[src/rtl/crop_and_pixel_replicate_zoom_assert.svh]
// ----------------------------------------------------------------------------
// crop and pixel replicate zoom assertion macros
// shorthand for clocked assertions with synchronous reset disable
// ----------------------------------------------------------------------------
`ifndef CROP_AND_PIXEL_REPLICATE_ZOOM_ASSERT_SVH
`define CROP_AND_PIXEL_REPLICATE_ZOOM_ASSERT_SVH

// same-cycle implication
`define CRPZ_ASSERT_IMP(label, ante, cons) \
  label: assert property (@(posedge clk) disable iff (rst) (ante) |-> (cons)) \
    else $error("crpz assertion failed");

// next-cycle implication
`define CRPZ_ASSERT_NXT(label, ante, cons) \
  label: assert property (@(posedge clk) disable iff (rst) (ante) |=> (cons)) \
    else $error("crpz assertion failed");

`endif

[src/rtl/crpz_pkg.sv]
// ----------------------------------------------------------------------------
// crpz_pkg
// shared widths, register indexes and controller/datapath interface types
// ----------------------------------------------------------------------------
package crpz_pkg;

  localparam int PIX_W      = 8;
  localparam int DEST_W     = 15;
  localparam int TOP_W      = 12;
  localparam int LEN_W      = 13;
  localparam int ZOOM_W     = 4;
  localparam int CFG_IDX_W  = 3;
  localparam int CFG_DATA_W = 13;

  typedef enum logic [CFG_IDX_W-1:0] {
    REG_CROP_TOP     = 3'd0,
    REG_CROP_LEFT    = 3'd1,
    REG_CROP_HEIGHT  = 3'd2,
    REG_CROP_WIDTH   = 3'd3,
    REG_ZOOM         = 3'd4,
    REG_SOURCE_WIDTH = 3'd5
  } reg_idx_t;

  typedef struct packed {
    logic [TOP_W-1:0]  crop_top;
    logic [TOP_W-1:0]  crop_left;
    logic [LEN_W-1:0]  crop_height;
    logic [LEN_W-1:0]  crop_width;
    logic [ZOOM_W-1:0] zoom;
    logic [LEN_W-1:0]  source_width;
  } cfg_t;

  typedef struct packed {
    logic capture;
    logic start;
    logic emit;
  } dp_cmd_t;

  typedef struct packed {
    logic in_window;
    logic out_free;
    logic block_end;
  } dp_status_t;

endpackage

[src/rtl/crpz_cfg.sv]
// ----------------------------------------------------------------------------
// crpz_cfg
// configuration register file with reset values
// ----------------------------------------------------------------------------
module crpz_cfg (
  input  logic                               clk,
  input  logic                               rst,
  input  logic                               cfg_valid,
  output logic                               cfg_ready,
  input  logic [crpz_pkg::CFG_IDX_W-1:0]     cfg_index,
  input  logic [crpz_pkg::CFG_DATA_W-1:0]    cfg_data,
  output crpz_pkg::cfg_t                     cfg
);
  import crpz_pkg::*;

  assign cfg_ready = 1'b1;

  always_ff @(posedge clk) begin
    if (rst) begin
      cfg.crop_top     <= '0;
      cfg.crop_left    <= '0;
      cfg.crop_height  <= LEN_W'(1);
      cfg.crop_width   <= LEN_W'(1);
      cfg.zoom         <= ZOOM_W'(1);
      cfg.source_width <= LEN_W'(1);
    end else if (cfg_valid && cfg_ready) begin
      unique case (reg_idx_t'(cfg_index))
        REG_CROP_TOP:     cfg.crop_top     <= cfg_data[TOP_W-1:0];
        REG_CROP_LEFT:    cfg.crop_left    <= cfg_data[TOP_W-1:0];
        REG_CROP_HEIGHT:  cfg.crop_height  <= cfg_data[LEN_W-1:0];
        REG_CROP_WIDTH:   cfg.crop_width   <= cfg_data[LEN_W-1:0];
        REG_ZOOM:         cfg.zoom         <= cfg_data[ZOOM_W-1:0];
        REG_SOURCE_WIDTH: cfg.source_width <= cfg_data[LEN_W-1:0];
        default: ;
      endcase
    end
  end

endmodule

[src/rtl/crpz_ctrl.sv]
// ----------------------------------------------------------------------------
// crpz_ctrl
// sequencer: capture a pixel, check the window, emit its write block
// ----------------------------------------------------------------------------
module crpz_ctrl (
  input  logic                 clk,
  input  logic                 rst,
  input  logic                 in_valid,
  output logic                 in_stall,
  input  crpz_pkg::dp_status_t status,
  output crpz_pkg::dp_cmd_t    cmd
);
  import crpz_pkg::*;

  typedef enum logic [2:0] {
    S_IDLE  = 3'b001,
    S_CHECK = 3'b010,
    S_EMIT  = 3'b100
  } state_t;

  state_t state;
  state_t state_next;

  always_comb begin
    state_next = state;
    cmd        = '0;
    in_stall   = 1'b1;
    unique case (state)
      S_IDLE: begin
        in_stall = 1'b0;
        if (in_valid) begin
          cmd.capture = 1'b1;
          state_next  = S_CHECK;
        end
      end
      S_CHECK: begin
        if (status.in_window) begin
          cmd.start  = 1'b1;
          state_next = S_EMIT;
        end else begin
          state_next = S_IDLE;
        end
      end
      S_EMIT: begin
        if (status.out_free) begin
          cmd.emit = 1'b1;
          if (status.block_end) begin
            state_next = S_IDLE;
          end
        end
      end
      default: state_next = S_IDLE;
    endcase
  end

  always_ff @(posedge clk) begin
    if (rst) begin
      state <= S_IDLE;
    end else begin
      state <= state_next;
    end
  end

endmodule

[src/rtl/crpz_dp.sv]
// ----------------------------------------------------------------------------
// crpz_dp
// position counters, window test, base scaling and write register
// ----------------------------------------------------------------------------
module crpz_dp #(
  parameter int MAX_SIDE = 4096,
  parameter int MAX_ZOOM = 8
) (
  input  logic                            clk,
  input  logic                            rst,
  input  crpz_pkg::cfg_t                  cfg,
  input  crpz_pkg::dp_cmd_t               cmd,
  output crpz_pkg::dp_status_t            status,
  input  logic [crpz_pkg::PIX_W-1:0]      pixel,
  input  logic                            frame_start,
  output logic                            out_valid,
  input  logic                            out_stall,
  output logic [crpz_pkg::DEST_W-1:0]     dest_row,
  output logic [crpz_pkg::DEST_W-1:0]     dest_col,
  output logic [crpz_pkg::PIX_W-1:0]      value,
  output logic                            block_last
);
  import crpz_pkg::*;

  localparam int PW = $clog2(MAX_SIDE);
  localparam int OW = $clog2(MAX_ZOOM);
  localparam int ZW = OW + 1;
  localparam int CW = ((PW > LEN_W) ? PW : LEN_W) + 1;
  localparam int NW = ((PW + 1) > LEN_W) ? (PW + 1) : LEN_W;
  localparam int XW = ((PW + ZW) > DEST_W) ? (PW + ZW) : DEST_W;

  logic [PW-1:0]     src_row;
  logic [PW-1:0]     src_col;
  logic [PW-1:0]     pos_row;
  logic [PW-1:0]     pos_col;
  logic [NW-1:0]     col_inc;
  logic              col_wrap;
  logic              row_wrap;
  logic [PIX_W-1:0]  pix;
  logic [CW-1:0]     row_diff;
  logic [CW-1:0]     col_diff;
  logic [OW-1:0]     zm1_c;
  logic [OW-1:0]     zm1;
  logic [ZW-1:0]     zoom_eff;
  logic [XW-1:0]     prod_row;
  logic [XW-1:0]     prod_col;
  logic [DEST_W-1:0] base_row;
  logic [DEST_W-1:0] base_col;
  logic [OW-1:0]     ro;
  logic [OW-1:0]     co;

  // position of the pixel being taken
  assign pos_row  = frame_start ? '0 : src_row;
  assign pos_col  = frame_start ? '0 : src_col;
  assign col_inc  = NW'(pos_col) + NW'(1);
  assign col_wrap = (pos_col == PW'(MAX_SIDE - 1)) || (col_inc >= NW'(cfg.source_width));
  assign row_wrap = (pos_row == PW'(MAX_SIDE - 1));

  // effective zoom minus one
  always_comb begin
    if (cfg.zoom == '0) begin
      zm1_c = '0;
    end else if (cfg.zoom > ZOOM_W'(MAX_ZOOM)) begin
      zm1_c = OW'(MAX_ZOOM - 1);
    end else begin
      zm1_c = OW'(cfg.zoom - ZOOM_W'(1));
    end
  end

  assign zoom_eff = ZW'(zm1_c) + ZW'(1);
  assign prod_row = XW'(row_diff[PW-1:0]) * XW'(zoom_eff);
  assign prod_col = XW'(col_diff[PW-1:0]) * XW'(zoom_eff);

  assign status.in_window = !row_diff[CW-1] && (row_diff < CW'(cfg.crop_height)) &&
                            !col_diff[CW-1] && (col_diff < CW'(cfg.crop_width));
  assign status.out_free  = !out_valid || !out_stall;
  assign status.block_end = (ro == zm1) && (co == zm1);

  // source counters
  always_ff @(posedge clk) begin
    if (rst) begin
      src_row <= '0;
      src_col <= '0;
    end else if (cmd.capture) begin
      if (col_wrap) begin
        src_col <= '0;
        src_row <= row_wrap ? '0 : PW'(pos_row + PW'(1));
      end else begin
        src_col <= col_inc[PW-1:0];
        src_row <= pos_row;
      end
    end
  end

  always_ff @(posedge clk) begin
    if (rst) begin
      out_valid <= 1'b0;
    end else if (cmd.emit) begin
      out_valid <= 1'b1;
    end else if (!out_stall) begin
      out_valid <= 1'b0;
    end
  end

  // payload registers
  always_ff @(posedge clk) begin
    if (cmd.capture) begin
      pix      <= pixel;
      row_diff <= CW'(pos_row) - CW'(cfg.crop_top);
      col_diff <= CW'(pos_col) - CW'(cfg.crop_left);
    end
    if (cmd.start) begin
      zm1      <= zm1_c;
      base_row <= prod_row[DEST_W-1:0];
      base_col <= prod_col[DEST_W-1:0];
      ro       <= '0;
      co       <= '0;
    end else if (cmd.emit) begin
      if (ro == zm1) begin
        ro <= '0;
        co <= OW'(co + OW'(1));
      end else begin
        ro <= OW'(ro + OW'(1));
      end
    end
    if (cmd.emit) begin
      dest_row   <= base_row + DEST_W'(ro);
      dest_col   <= base_col + DEST_W'(co);
      value      <= pix;
      block_last <= status.block_end;
    end
  end

endmodule

[src/rtl/crop_and_pixel_replicate_zoom.sv]
// a kept pixel is captured in S_IDLE, tested in S_CHECK, and its writes are loaded in S_EMIT
// a new pixel is taken only in S_IDLE, after the previous one's check and its whole block are done
// the single write register emits one write per cycle while the output does not stall, which sets the block time
// the next pixel is taken while the last write of a block still waits at the output
// reset: synchronous, active high; clears source counters, sequencer and output valid,
// and returns every configuration register to its reset value
// ----------------------------------------------------------------------------
// crop_and_pixel_replicate_zoom
// crops a raster pixel stream to a window and replicates each kept pixel
// into a zoom-by-zoom block of destination writes
// ----------------------------------------------------------------------------
`include "crop_and_pixel_replicate_zoom_assert.svh"

module crop_and_pixel_replicate_zoom #(
  parameter int MAX_SIDE = 4096,
  parameter int MAX_ZOOM = 8
) (
  input  logic                            clk,
  input  logic                            rst,
  // source pixel channel
  input  logic                            in_valid,
  output logic                            in_stall,
  input  logic [crpz_pkg::PIX_W-1:0]      pixel,
  input  logic                            frame_start,
  // destination write channel
  output logic                            out_valid,
  input  logic                            out_stall,
  output logic [crpz_pkg::DEST_W-1:0]     dest_row,
  output logic [crpz_pkg::DEST_W-1:0]     dest_col,
  output logic [crpz_pkg::PIX_W-1:0]      value,
  output logic                            block_last,
  // configuration write channel
  input  logic                            cfg_valid,
  output logic                            cfg_ready,
  input  logic [crpz_pkg::CFG_IDX_W-1:0]  cfg_index,
  input  logic [crpz_pkg::CFG_DATA_W-1:0] cfg_data
);
  import crpz_pkg::*;

  cfg_t       cfg;
  dp_cmd_t    cmd;
  dp_status_t status;

  // register file: window, zoom and source row length
  crpz_cfg u_cfg (
    .clk       (clk),
    .rst       (rst),
    .cfg_valid (cfg_valid),
    .cfg_ready (cfg_ready),
    .cfg_index (cfg_index),
    .cfg_data  (cfg_data),
    .cfg       (cfg)
  );

  // sequencer: idle -> check window -> emit block
  crpz_ctrl u_ctrl (
    .clk      (clk),
    .rst      (rst),
    .in_valid (in_valid),
    .in_stall (in_stall),
    .status   (status),
    .cmd      (cmd)
  );

  // counters, window compare, base multiply and output register
  crpz_dp #(
    .MAX_SIDE (MAX_SIDE),
    .MAX_ZOOM (MAX_ZOOM)
  ) u_dp (
    .clk         (clk),
    .rst         (rst),
    .cfg         (cfg),
    .cmd         (cmd),
    .status      (status),
    .pixel       (pixel),
    .frame_start (frame_start),
    .out_valid   (out_valid),
    .out_stall   (out_stall),
    .dest_row    (dest_row),
    .dest_col    (dest_col),
    .value       (value),
    .block_last  (block_last)
  );

  // one pixel in flight: a transfer is followed by a stall
  `CRPZ_ASSERT_NXT(a_one_pixel, in_valid && !in_stall, in_stall)
  // a write is only loaded when the output register is free
  `CRPZ_ASSERT_IMP(a_emit_free, cmd.emit, !out_valid || !out_stall)
  // a block only starts for a pixel inside the window
  `CRPZ_ASSERT_IMP(a_start_window, cmd.start, status.in_window)

endmodule

[config.mk]
export PLATFORM = sky130hd
export DESIGN_NAME = crop_and_pixel_replicate_zoom
export DESIGN_NICKNAME = d
export VERILOG_FILES = /design/src/rtl/crpz_pkg.sv /design/src/rtl/crpz_cfg.sv /design/src/rtl/crpz_ctrl.sv /design/src/rtl/crpz_dp.sv /design/src/rtl/crop_and_pixel_replicate_zoom.sv
export VERILOG_INCLUDE_DIRS = /design/src /design/src/rtl
export SDC_FILE = /design/constraint.sdc
export NUM_CORES = 1
export LEC_CHECK = 0
export ABC_AREA = 1
export BUFFER_PORTS_ARGS = -buffer_cell sky130_fd_sc_hd__buf_2
export CAP_MARGIN = 20
export CORE_MARGIN = 10
export CORE_UTILIZATION = 30
export DETAILED_ROUTE_END_ITERATION = 8
export GPL_TIMING_DRIVEN = 0
export MAX_ROUTING_LAYER = met4
export SYNTH_ARGS = -nofsm -noshare
export SYNTH_HDL_FRONTEND = slang
export SYNTH_SLANG_ARGS = --single-unit
[constraint.sdc]
create_clock -name clk -period 7.8 [get_ports clk]
set_input_delay 0.78 -clock clk [delete_from_list [all_inputs] [get_ports clk]]
set_output_delay 0.78 -clock clk [all_outputs]
set_load 0.02 [all_outputs]
==> results.cfg, run 1 <==
[power_and_ir_drop]
p_switching_mw = 1.06
seqPwrFrac_pct = 40.1
p_comb_share_pct = 25.2
power_mw = 3.29
p_per_area_nw_per_um2 = 217
pwr-share-clk_pct = 34.7
p_int_mw = 2.23
ir_drop_v = 0.000115
p_sw_share_pct = 32.3
power.leakage_nw = 6.86

[placed_design]
dp_cells = 2237
dp_hpwl_um = 24800
dpl_cell_area_um2 = 14300
io_buffers = 69
gp_congestion = 0.943
place_ws_ps = 2430

[setup_path]
critPathLaunchType = flop
reg2reg_to = u_dp.base_col[12]
crit_cells = 18
reg2reg_from = u_cfg.cfg[13]
required_ps = 8110
slowest_stage = ha_1
rr_worst_depth = 18
rrSetupSlack_ps = 2400
critPathMaxStageDelay_ps = 570
crit_type = reg2reg
cp_max_fo = 10
crit_family = adder cells
crit_path_start = u_cfg.cfg[13]
endpoint = u_dp.base_col[12]
cp.arrival_ps = 5700
path_cells = inv_1 > ha_1 > inv_1 > nor3_1 > inv_1 > o21ai_2 > clkinv_1 > ha_1 > clkbuf_1 > nand2_1 > fa_1 > fa_1 > fa_1 > o21ai_0 > a21oi_1 > nand3b_1 > nand2_1 > xor2_1
worstSetupEndpointType = flop
critPathBufInv = 5

[routing]
viasPerCell = 4.54
ant_nets = 0
dr.pass1.iters = 5
vias = 10368
post_drt_wl_per_cell_um = 14.0
drc_errors = 0
wirelength_um = 31900
dr.first_iter.drc_count = 502

[status]
status = complete, no violations

[floorplan]
die_w_um = 230
boundaryPins = 72
rows = 76
start_util_pct = 30.5
dieArea_um2 = 52900
coreArea_um2 = 43400
die_h_um = 230

[clock_network]
htreeDepth = 1
cts_tree = built
root_buffer = clkbuf_16
clk_pin_slew_ps = 60
cts_sinks = 207
cts_made_buffers = 26
cts_resized = 0
cts_setup_buffers = 0
clock_path_buffers = 3
insertion_delay_ps = 560
cts_hold_buf = 0

[timing]
tightest_slew_ps = 1070
finClkSkew_ps = 18.1
tns_ps = 0
slew_headroom_pct = 28.5
final-setup-viol-count = 0
rsz0062_at_grt = no
layout_min_cycle_time_ps = 5400
setup_slack_ps = 2400
max_freq_mhz = 185
hold_ws_ps = 404
fin_crit_sh_pct = 69.2
slew_violations = 0
hold_violations = 0

[worst_hold_path]
hold_path.class = in2reg

[global_routing]
antenna_found_initial = 1
grt-ovfl-total = 0
grt_pass1_wl_um = 52200
grt_max_degree = 44
grt_usage_pct = 12.3
grt_pass1_vias = 10240

[logic_synthesis]
synthSimpleGateAreaFrac_pct = 16.6
synth_area_um2 = 13200
synth-xor-area-share_pct = 6.42
ys_seq_area_share_pct = 39.3
yosys_register_bits = 207
synth.mux.area_fraction_pct = 0
synth_fp_nets = 1763
avgSynthCellArea_um2 = 8.37
ys_warn_count = 0
synth_fa_ha_area_share_pct = 16.8
synth_cells = 1582
synth_compound_area_share_pct = 10.9
synth_top_family_by_area = adder cells
yosysUniqueCellTypes = 48

[final_layout]
area_growth_pct = 14.5
layout.cells.most_common = inv_1
drive_gt1_share_pct = 8.29
nets = 1861
diodes = 0
layout_common_cells = inv_1 (295), nand2_1 (260), a21oi_1 (147)
final_cell_area_um2 = 15200
post-route-util_pct = 34.9
final_cells = 2285

[job]
drv_cap = 0
==> how the worst min path moves through the flow <==
stage	from	endpoint	slack (ps)	depth (start not counted)
6_report	pixel[7]	u_dp.pix[7]	400	1
3_5_place_dp	u_dp.pix[3]	u_dp.value[3]	400	0
3_3_place_gp	u_dp.pix[2]	u_dp.value[2]	400	0
2_1_floorplan	u_dp.pix[0]	u_dp.value[0]	400	0
4_1_cts	pixel[0]	u_dp.pix[0]	380	1
5_1_grt	pixel[0]	u_dp.pix[0]	380	1
==> worst register-to-register path, delay by kind of cell (launching register included) <==
kind                     cells  cell delay (ps)
XOR/XNOR                     1               60
AO/OA/AOI/OAI                3              800
adder cells (fa/ha/maj)      5             2310
flip-flops                   1              300
AND/OR/NAND/NOR              4              540
buffers and inverters        5             1170
==> cell usage after synthesis, drive strengths merged <==
library cell | instances | area share (%)
nand2 | 263 | 7.6
ha | 107 | 10
conb | 1 | 0.028
nand4 | 15 | 0.76
o21ba | 1 | 0.076
a21boi | 2 | 0.11
nor3b | 5 | 0.32
o2111ai | 2 | 0.13
nand3b | 3 | 0.17
nand3 | 67 | 2.6
o21ai | 105 | 4.0
inv | 297 | 8.5
xor2 | 52 | 3.4
a22oi | 1 | 0.057
and2b | 1 | 0.057
dfxtp | 101 | 15
nor2 | 140 | 4.2
o21bai | 1 | 0.057
nor3 | 15 | 0.73
buf | 11 | 0.62
clkbuf | 27 | 0.78
fa | 44 | 6.7
o21a | 2 | 0.11
nor4 | 3 | 0.14
a21oi | 148 | 5.6
o211ai | 4 | 0.23
edfxtp | 106 | 24
a221oi | 2 | 0.13
and2 | 1 | 0.047
clkinv | 4 | 0.11
a21o | 6 | 0.34
xnor2 | 45 | 3.0
==> power groups by stage <==
stage               clock network, mW  logic (mW)  registers, mW
finish                           1.14       0.830           1.32
global route                     1.22       0.968           1.33
CTS                              1.17       0.835           1.32
detailed placement                  0       0.827           1.34
global placement                    0       0.814           1.34
floorplan                           0       0.626           1.32
==> registers in the layout, summed over array words and instances (netlist names), 12 cells and up <==
register	count
u_dp.row_diff	13
u_dp.dest_col	15
u_dp.dest_row	15
u_dp.col_diff	13
u_dp.base_col	15
u_dp.src_col	12
u_dp.base_row	15
u_dp.src_row	12
u_cfg.cfg	67
==> cell type report <==
cell class	instances	area, um^2
Fill cell	4576	28200
Multi-Input combinational cell	1036	6710
Sequential cell	207	5200
Inverter	301	1140
Tap cell	585	732
Clock buffer	31	689
Timing Repair Buffer	70	373
Buffer	38	185
Clock inverter	17	124
==> per-layer routing <==
metal / vias up / wire length [um] / track usage (%)
met5: - / 0 / -
met4: 0 / 757 / 3.00
met3: 52 / 2200 / 2.62
met2: 250 / 14100 / 19.4
met1: 4772 / 14800 / 15.9
li1: 5294 / - / -
==> kinds of logic (layout without fill, tap and decap cells) <==
| kind of cell | after synthesis | in the layout |
|---|---|---|
| XOR/XNOR | 97 | 97 |
| buffers and inverters | 339 | 457 |
| other | 1 | 1 |
| AO/OA/AOI/OAI | 274 | 274 |
| AND/OR/NAND/NOR | 513 | 513 |
| adder cells (fa/ha/maj) | 151 | 151 |
| flip-flops | 207 | 207 |
(Power assumes the default switching activity.)
==> run 2, diff against run 1 <==
==> constraint.sdc (replaced) <==
create_clock -name clk -period 5.3 [get_ports clk]
set_input_delay 0.53 -clock clk [delete_from_list [all_inputs] [get_ports clk]]
set_output_delay 0.53 -clock clk [all_outputs]
set_load 0.02 [all_outputs]
==> results.cfg, run 2 (synthesis gave the netlist of run 1 again) <==
[final_layout]
diodes = 0
largest_reg_flops = 67
layout_common_cells = inv_1 (295), nand2_1 (260), a21oi_1 (147)
final_cells = 2285
drive_gt1_share_pct = 8.47
nets = 1861
layout.cells.most_common = inv_1
final_cell_area_um2 = 15200
top_register = u_cfg.cfg
post-route-util_pct = 35.0
area_growth_pct = 14.6

[floorplan]
start_util_pct = 30.5
boundaryPins = 72
coreArea_um2 = 43400
rows = 76
dieArea_um2 = 52900
die_h_um = 230
die_w_um = 230

[worst_hold_path]
hold_end = u_dp.pix[7]
hold_path.class = in2reg
holdPathStages = 1
hp-start = pixel[7]

[timing]
hold_violations = 0
hold_ws_ps = 154
final-setup-viol-count = 0
tns_ps = 0
rsz0062_at_grt = no
tightest_slew_ps = 1080
setup_slack_ps = 401
slew_headroom_pct = 28.2
finClkSkew_ps = 19.7
slew_violations = 0
layout_min_cycle_time_ps = 4900
max_freq_mhz = 204
fin_crit_sh_pct = 92.4

[global_routing]
grt_usage_pct = 12.3
antenna_found_initial = 1
grt-ovfl-total = 0
grt_max_degree = 44
grt_pass1_wl_um = 52200
grt_pass1_vias = 10240

[clock_network]
root_buffer = clkbuf_16
clk_pin_slew_ps = 60
cts_made_buffers = 26
cts_tree = built
clock_path_buffers = 3
cts_hold_buf = 0
htreeDepth = 1
cts_sinks = 207
insertion_delay_ps = 560

[placed_design]
dp_hpwl_um = 24800
io_buffers = 69
dpl_cell_area_um2 = 14300
gp_congestion = 0.943
dp_cells = 2237
place_ws_ps = -68.7

[status]
status = complete, no violations

[power_and_ir_drop]
ir_drop_v = 0.000170
power.leakage_nw = 6.88
power_mw = 4.84
p_per_area_nw_per_um2 = 319

[setup_path]
cp_max_fo = 10
worstSetupEndpointType = flop
rr_worst_depth = 23
crit_type = reg2reg
reg2reg_to = u_dp.base_col[12]
cp.arrival_ps = 5210
reg2reg_from = u_cfg.cfg[13]
critPathLaunchType = flop
rrSetupSlack_ps = 400
required_ps = 5610

[routing]
wirelength_um = 31800
dr.pass1.iters = 5
post_drt_wl_per_cell_um = 13.9
vias = 10334
dr.first_iter.drc_count = 539
drc_errors = 0
viasPerCell = 4.52
ant_nets = 0

[job]
drv_cap = 0
-- run 2: cell count changes in the layout (fill, tap and decap cells not counted), sizes merged --
cell | previous run | this run
clkinv | 18 | 17
inv | 298 | 299
-- run 2: routing by layer --
layer	GRT usage [%]	share of wire (%)	vias to the layer above
li1	-	-	5296
met1	15.9	47	4763
met2	19.4	44	227
met3	2.62	6.8	48
met4	3.00	2.2	0
met5	-	0	-
-- run 2: final cells by class --
| cell class | count | area, um^2 |
|---|---|---|
| clock buffer | 31 | 689 |
| sequential | 207 | 5200 |
| fill | 4574 | 28200 |
| clock inverter | 17 | 124 |
| tap | 585 | 732 |
| inverter | 301 | 1140 |
| buffer | 38 | 186 |
| timing repair buffer | 70 | 373 |
| multi-input combinational | 1036 | 6710 |
-- run 2: power breakdown --
group	leakage, nW	switching, mW	total [mW]	internal (mW)
clock	0.401	0.703	1.68	0.976
combinational	4.68	0.772	1.22	0.452
sequential	1.80	0.0903	1.94	1.85
-- run 2: how the worst max path moves through the flow --
stage | from | cells past startpoint | slack [ps] | end
after detailed placement | u_cfg.cfg[13] | 18 | -70 | u_dp.base_col[12]
after global placement | u_cfg.cfg[13] | 18 | 0.7 | u_dp.base_col[12]
after floorplan | u_cfg.cfg[13] | 23 | 880 | u_dp.base_col[12]
after global routing | u_cfg.cfg[13] | 23 | 50 | u_dp.base_row[12]
final | u_cfg.cfg[13] | 23 | 400 | u_dp.base_col[12]
after CTS | u_cfg.cfg[13] | 18 | 140 | u_dp.base_col[12]
-- run 2: critical path, stage by stage (launching register included) --
cell and delay, ps:
dfxtp_1 300, inv_1 120, ha_1 190, inv_1 50
nor3_1 130, inv_1 80, o21ai_2 200, inv_4 150
ha_1 270, xnor2_2 210, inv_1 100, buf_2 270
nor2_1 100, fa_1 520, inv_1 60, fa_1 530
inv_1 40, ha_1 340, a21oi_1 190, o21ai_0 220
a21oi_1 250, nand3b_1 140, nand2_1 60, xor2_1 140
-- run 2: timing repair --
action / in CTS / in global routing
gates resized for setup: 1 / 4
buffers inserted: 0 / 0
gates cloned: 0 / 0
setup endpoints to repair: 2 / 9
pin swaps: 0 / 0
==> run 3, diff against run 2 <==
--- a/config.mk
+++ b/config.mk
@@ -7,6 +7,7 @@
 export NUM_CORES = 1
 export LEC_CHECK = 0
 export ABC_AREA = 1
+export ABC_CLOCK_PERIOD_IN_PS = 5300
 export BUFFER_PORTS_ARGS = -buffer_cell sky130_fd_sc_hd__buf_2
 export CAP_MARGIN = 20
 export CORE_MARGIN = 10
@@ -16,4 +17,5 @@
 export MAX_ROUTING_LAYER = met4
 export SYNTH_ARGS = -nofsm -noshare
 export SYNTH_HDL_FRONTEND = slang
+export SYNTH_HIERARCHICAL = 1
 export SYNTH_SLANG_ARGS = --single-unit
==> results.cfg, run 3 <==
[power_and_ir_drop]
seqPwrFrac_pct = 42.6
pwr-share-clk_pct = 39.8
ir_drop_v = 0.000189
p_int_mw = 3.09
p_switching_mw = 1.22
power.leakage_nw = 7.18
p_sw_share_pct = 28.2
p_comb_share_pct = 17.6
p_per_area_nw_per_um2 = 274

[job]
drv_cap = 0

[setup_path]
cp.arrival_ps = 5100
critPathMaxStageDelay_ps = 520
critPathLaunchType = flop
crit_type = reg2reg
cp_max_fo = 10
rr_worst_depth = 23
worstSetupEndpointType = flop
slowest_stage = fa_1
required_ps = 5590
cpMostUsedCell = nand2_1
path_cells = inv_1 > ha_1 > nand2_1 > nor2_1 > o21ai_2 > nand2_1 > nor2_1 > inv_2 > nand2_1 > buf_4 > nor2_1 > fa_1 > inv_1 > fa_1 > inv_1 > ha_1 > a21oi_1 > o21ai_0 > a21oi_1 > o21ai_0 > nand2_1 > nand2_1 > xor2_1

[logic_synthesis]
synth_ff_type = edfxtp_1
synth-xor-area-share_pct = 5.92
ys_seq_area_share_pct = 37.9
synth_cells = 1699
synth-edff-count = 106
synth_area_leaders = edfxtp_1 (23%), dfxtp_1 (15%), ha_1 (9.7%)
yosys_register_bits = 207
synth.top_cells.by_count = nand2_1 (308), inv_1 (280), nor2_1 (254)
synth_compound_area_share_pct = 5.53
synth_area_um2 = 13700
ys_warn_count = 6
yosys.area.top_type = edfxtp_1
synth_fp_nets = 1879
synth_fa_ha_area_share_pct = 16.1
yosysUniqueCellTypes = 51
synth_top_family_by_area = simple AND/OR/NAND/NOR gates
synthSimpleGateAreaFrac_pct = 24.6
netlist.area_leader.share_pct = 23.2
async_flop_share_pct = 0
yosysMostFrequentCell = nand2_1
avgSynthCellArea_um2 = 8.07
synth.mux.area_fraction_pct = 0

[clock_network]
cts_setup_buffers = 0
cts_tree = built
clk_pin_slew_ps = 60
cts_sinks = 207
htreeDepth = 1
cts_hold_buf = 0
clock_path_buffers = 3
cts_resized = 0
insertion_delay_ps = 540
cts_made_buffers = 25
root_buffer = clkbuf_16

[global_routing]
grt_max_degree = 43
antenna_found_initial = 0
grt_use_met3_pct = 2.09
met2_usage_pct = 19.3
grt_pass1_wl_um = 52600
grt.busiest_layer = met2
grt_usage_pct = 12.0
grt-ovfl-total = 0
grt_pass1_vias = 10521
grtUsageMet1_pct = 15.4

[final_layout]
largest_reg_flops = 67
top_register = u_cfg/cfg
num-fill-cells = 4726
area_growth_pct = 14.5
diodes = 0
layout_common_cells = nand2_1 (308), inv_1 (280), nor2_1 (253)
drive_gt1_share_pct = 11.2
layout.cells.most_common = nand2_1
final_cell_area_um2 = 15700
nets = 1977

[routing]
vias = 10837
dr.first_iter.drc_count = 604
drc_errors = 0
ant_nets = 0
viasPerCell = 4.49
post_drt_wl_per_cell_um = 13.3
wirelength_um = 32200
dr.pass1.iters = 5

[timing]
layout_min_cycle_time_ps = 4820
fin_crit_sh_pct = 90.9
finClkSkew_ps = 11.3
tns_ps = 0
rsz0062_at_grt = no
slew_headroom_pct = 39.9
setup_slack_ps = 483
tightest_slew_ps = 901
hold_violations = 0
final-setup-viol-count = 0
slew_violations = 0
max_freq_mhz = 208

[placed_design]
dpl_cell_area_um2 = 14900
gp_congestion = 0.897
place_ws_ps = 488
dp_hpwl_um = 25700
io_buffers = 69

[floorplan]
die_w_um = 234
rows = 78
boundaryPins = 72
die_h_um = 234
start_util_pct = 30.3
dieArea_um2 = 54700
coreArea_um2 = 45300

[status]
status = complete, no violations

[worst_hold_path]
hold_path.class = in2reg
holdPathStages = 1
[run 3: cells by family after synthesis]
kind of cell	count (synthesis)
adder cells (fa/ha/maj)	150
XOR/XNOR	91
flip-flops	207
buffers and inverters	338
AND/OR/NAND/NOR	774
AO/OA/AOI/OAI	138
other	1
[run 3: cell type report]
type	count	area [um^2]	share of cell area [%]
clock buffer	33	706	4.49
inverter	294	1110	7.06
tap	600	751	4.78
buffer	44	254	1.62
clock inverter	13	128	0.813
timing repair buffer	71	393	2.50
multi-input combinational	1154	7160	45.6
sequential	207	5200	33.1
[run 3: path summary, 6_finish.rpt]
check,to,startpoint,slack (ps)
worst min-delay path,u_dp/pix[2],pixel[2],170
worst max-delay path,u_dp/base_col[14],u_cfg/cfg[13],480
worst max register to register,u_dp/base_col[14],u_cfg/cfg[13],480
worst min register to register,u_dp/value[6],u_dp/pix[6],420
[run 3: critical path: cells and delay by family (launching register included)]
family | cells | cell delay, ps
buf+inv | 5 | 510
fa+ha+maj | 4 | 1560
compound gates | 5 | 1050
xor+xnor | 1 | 140
flops | 1 | 390
simple gates | 8 | 900
[run 3: power by group through the flow]
stage	sequential [mW]	combinational (mW)	clock [mW]
final	1.83	0.759	1.71
after floorplan	1.84	0.576	0
after CTS	1.83	0.762	1.77
after global placement	1.87	0.736	0
after global routing	1.84	0.875	1.83
after detailed placement	1.87	0.757	0
[run 3: per-stage QoR]
step,power (mW),cells,hold slack (ps),util [%]
after CTS,4.36,2416,137,34.7
after global placement,2.60,2368,400,32.7
after global routing,4.54,2416,145,34.7
after floorplan,2.42,1699,400,-
after detailed placement,2.63,2370,405,32.8
final,4.31,2416,166,34.7
[run 3: per-layer routing]
layer / wire, um / share of wire [%]
met5: 0 / 0
met1: 15000 / 47
met3: 1830 / 5.7
met4: 715 / 2.2
met2: 14700 / 45
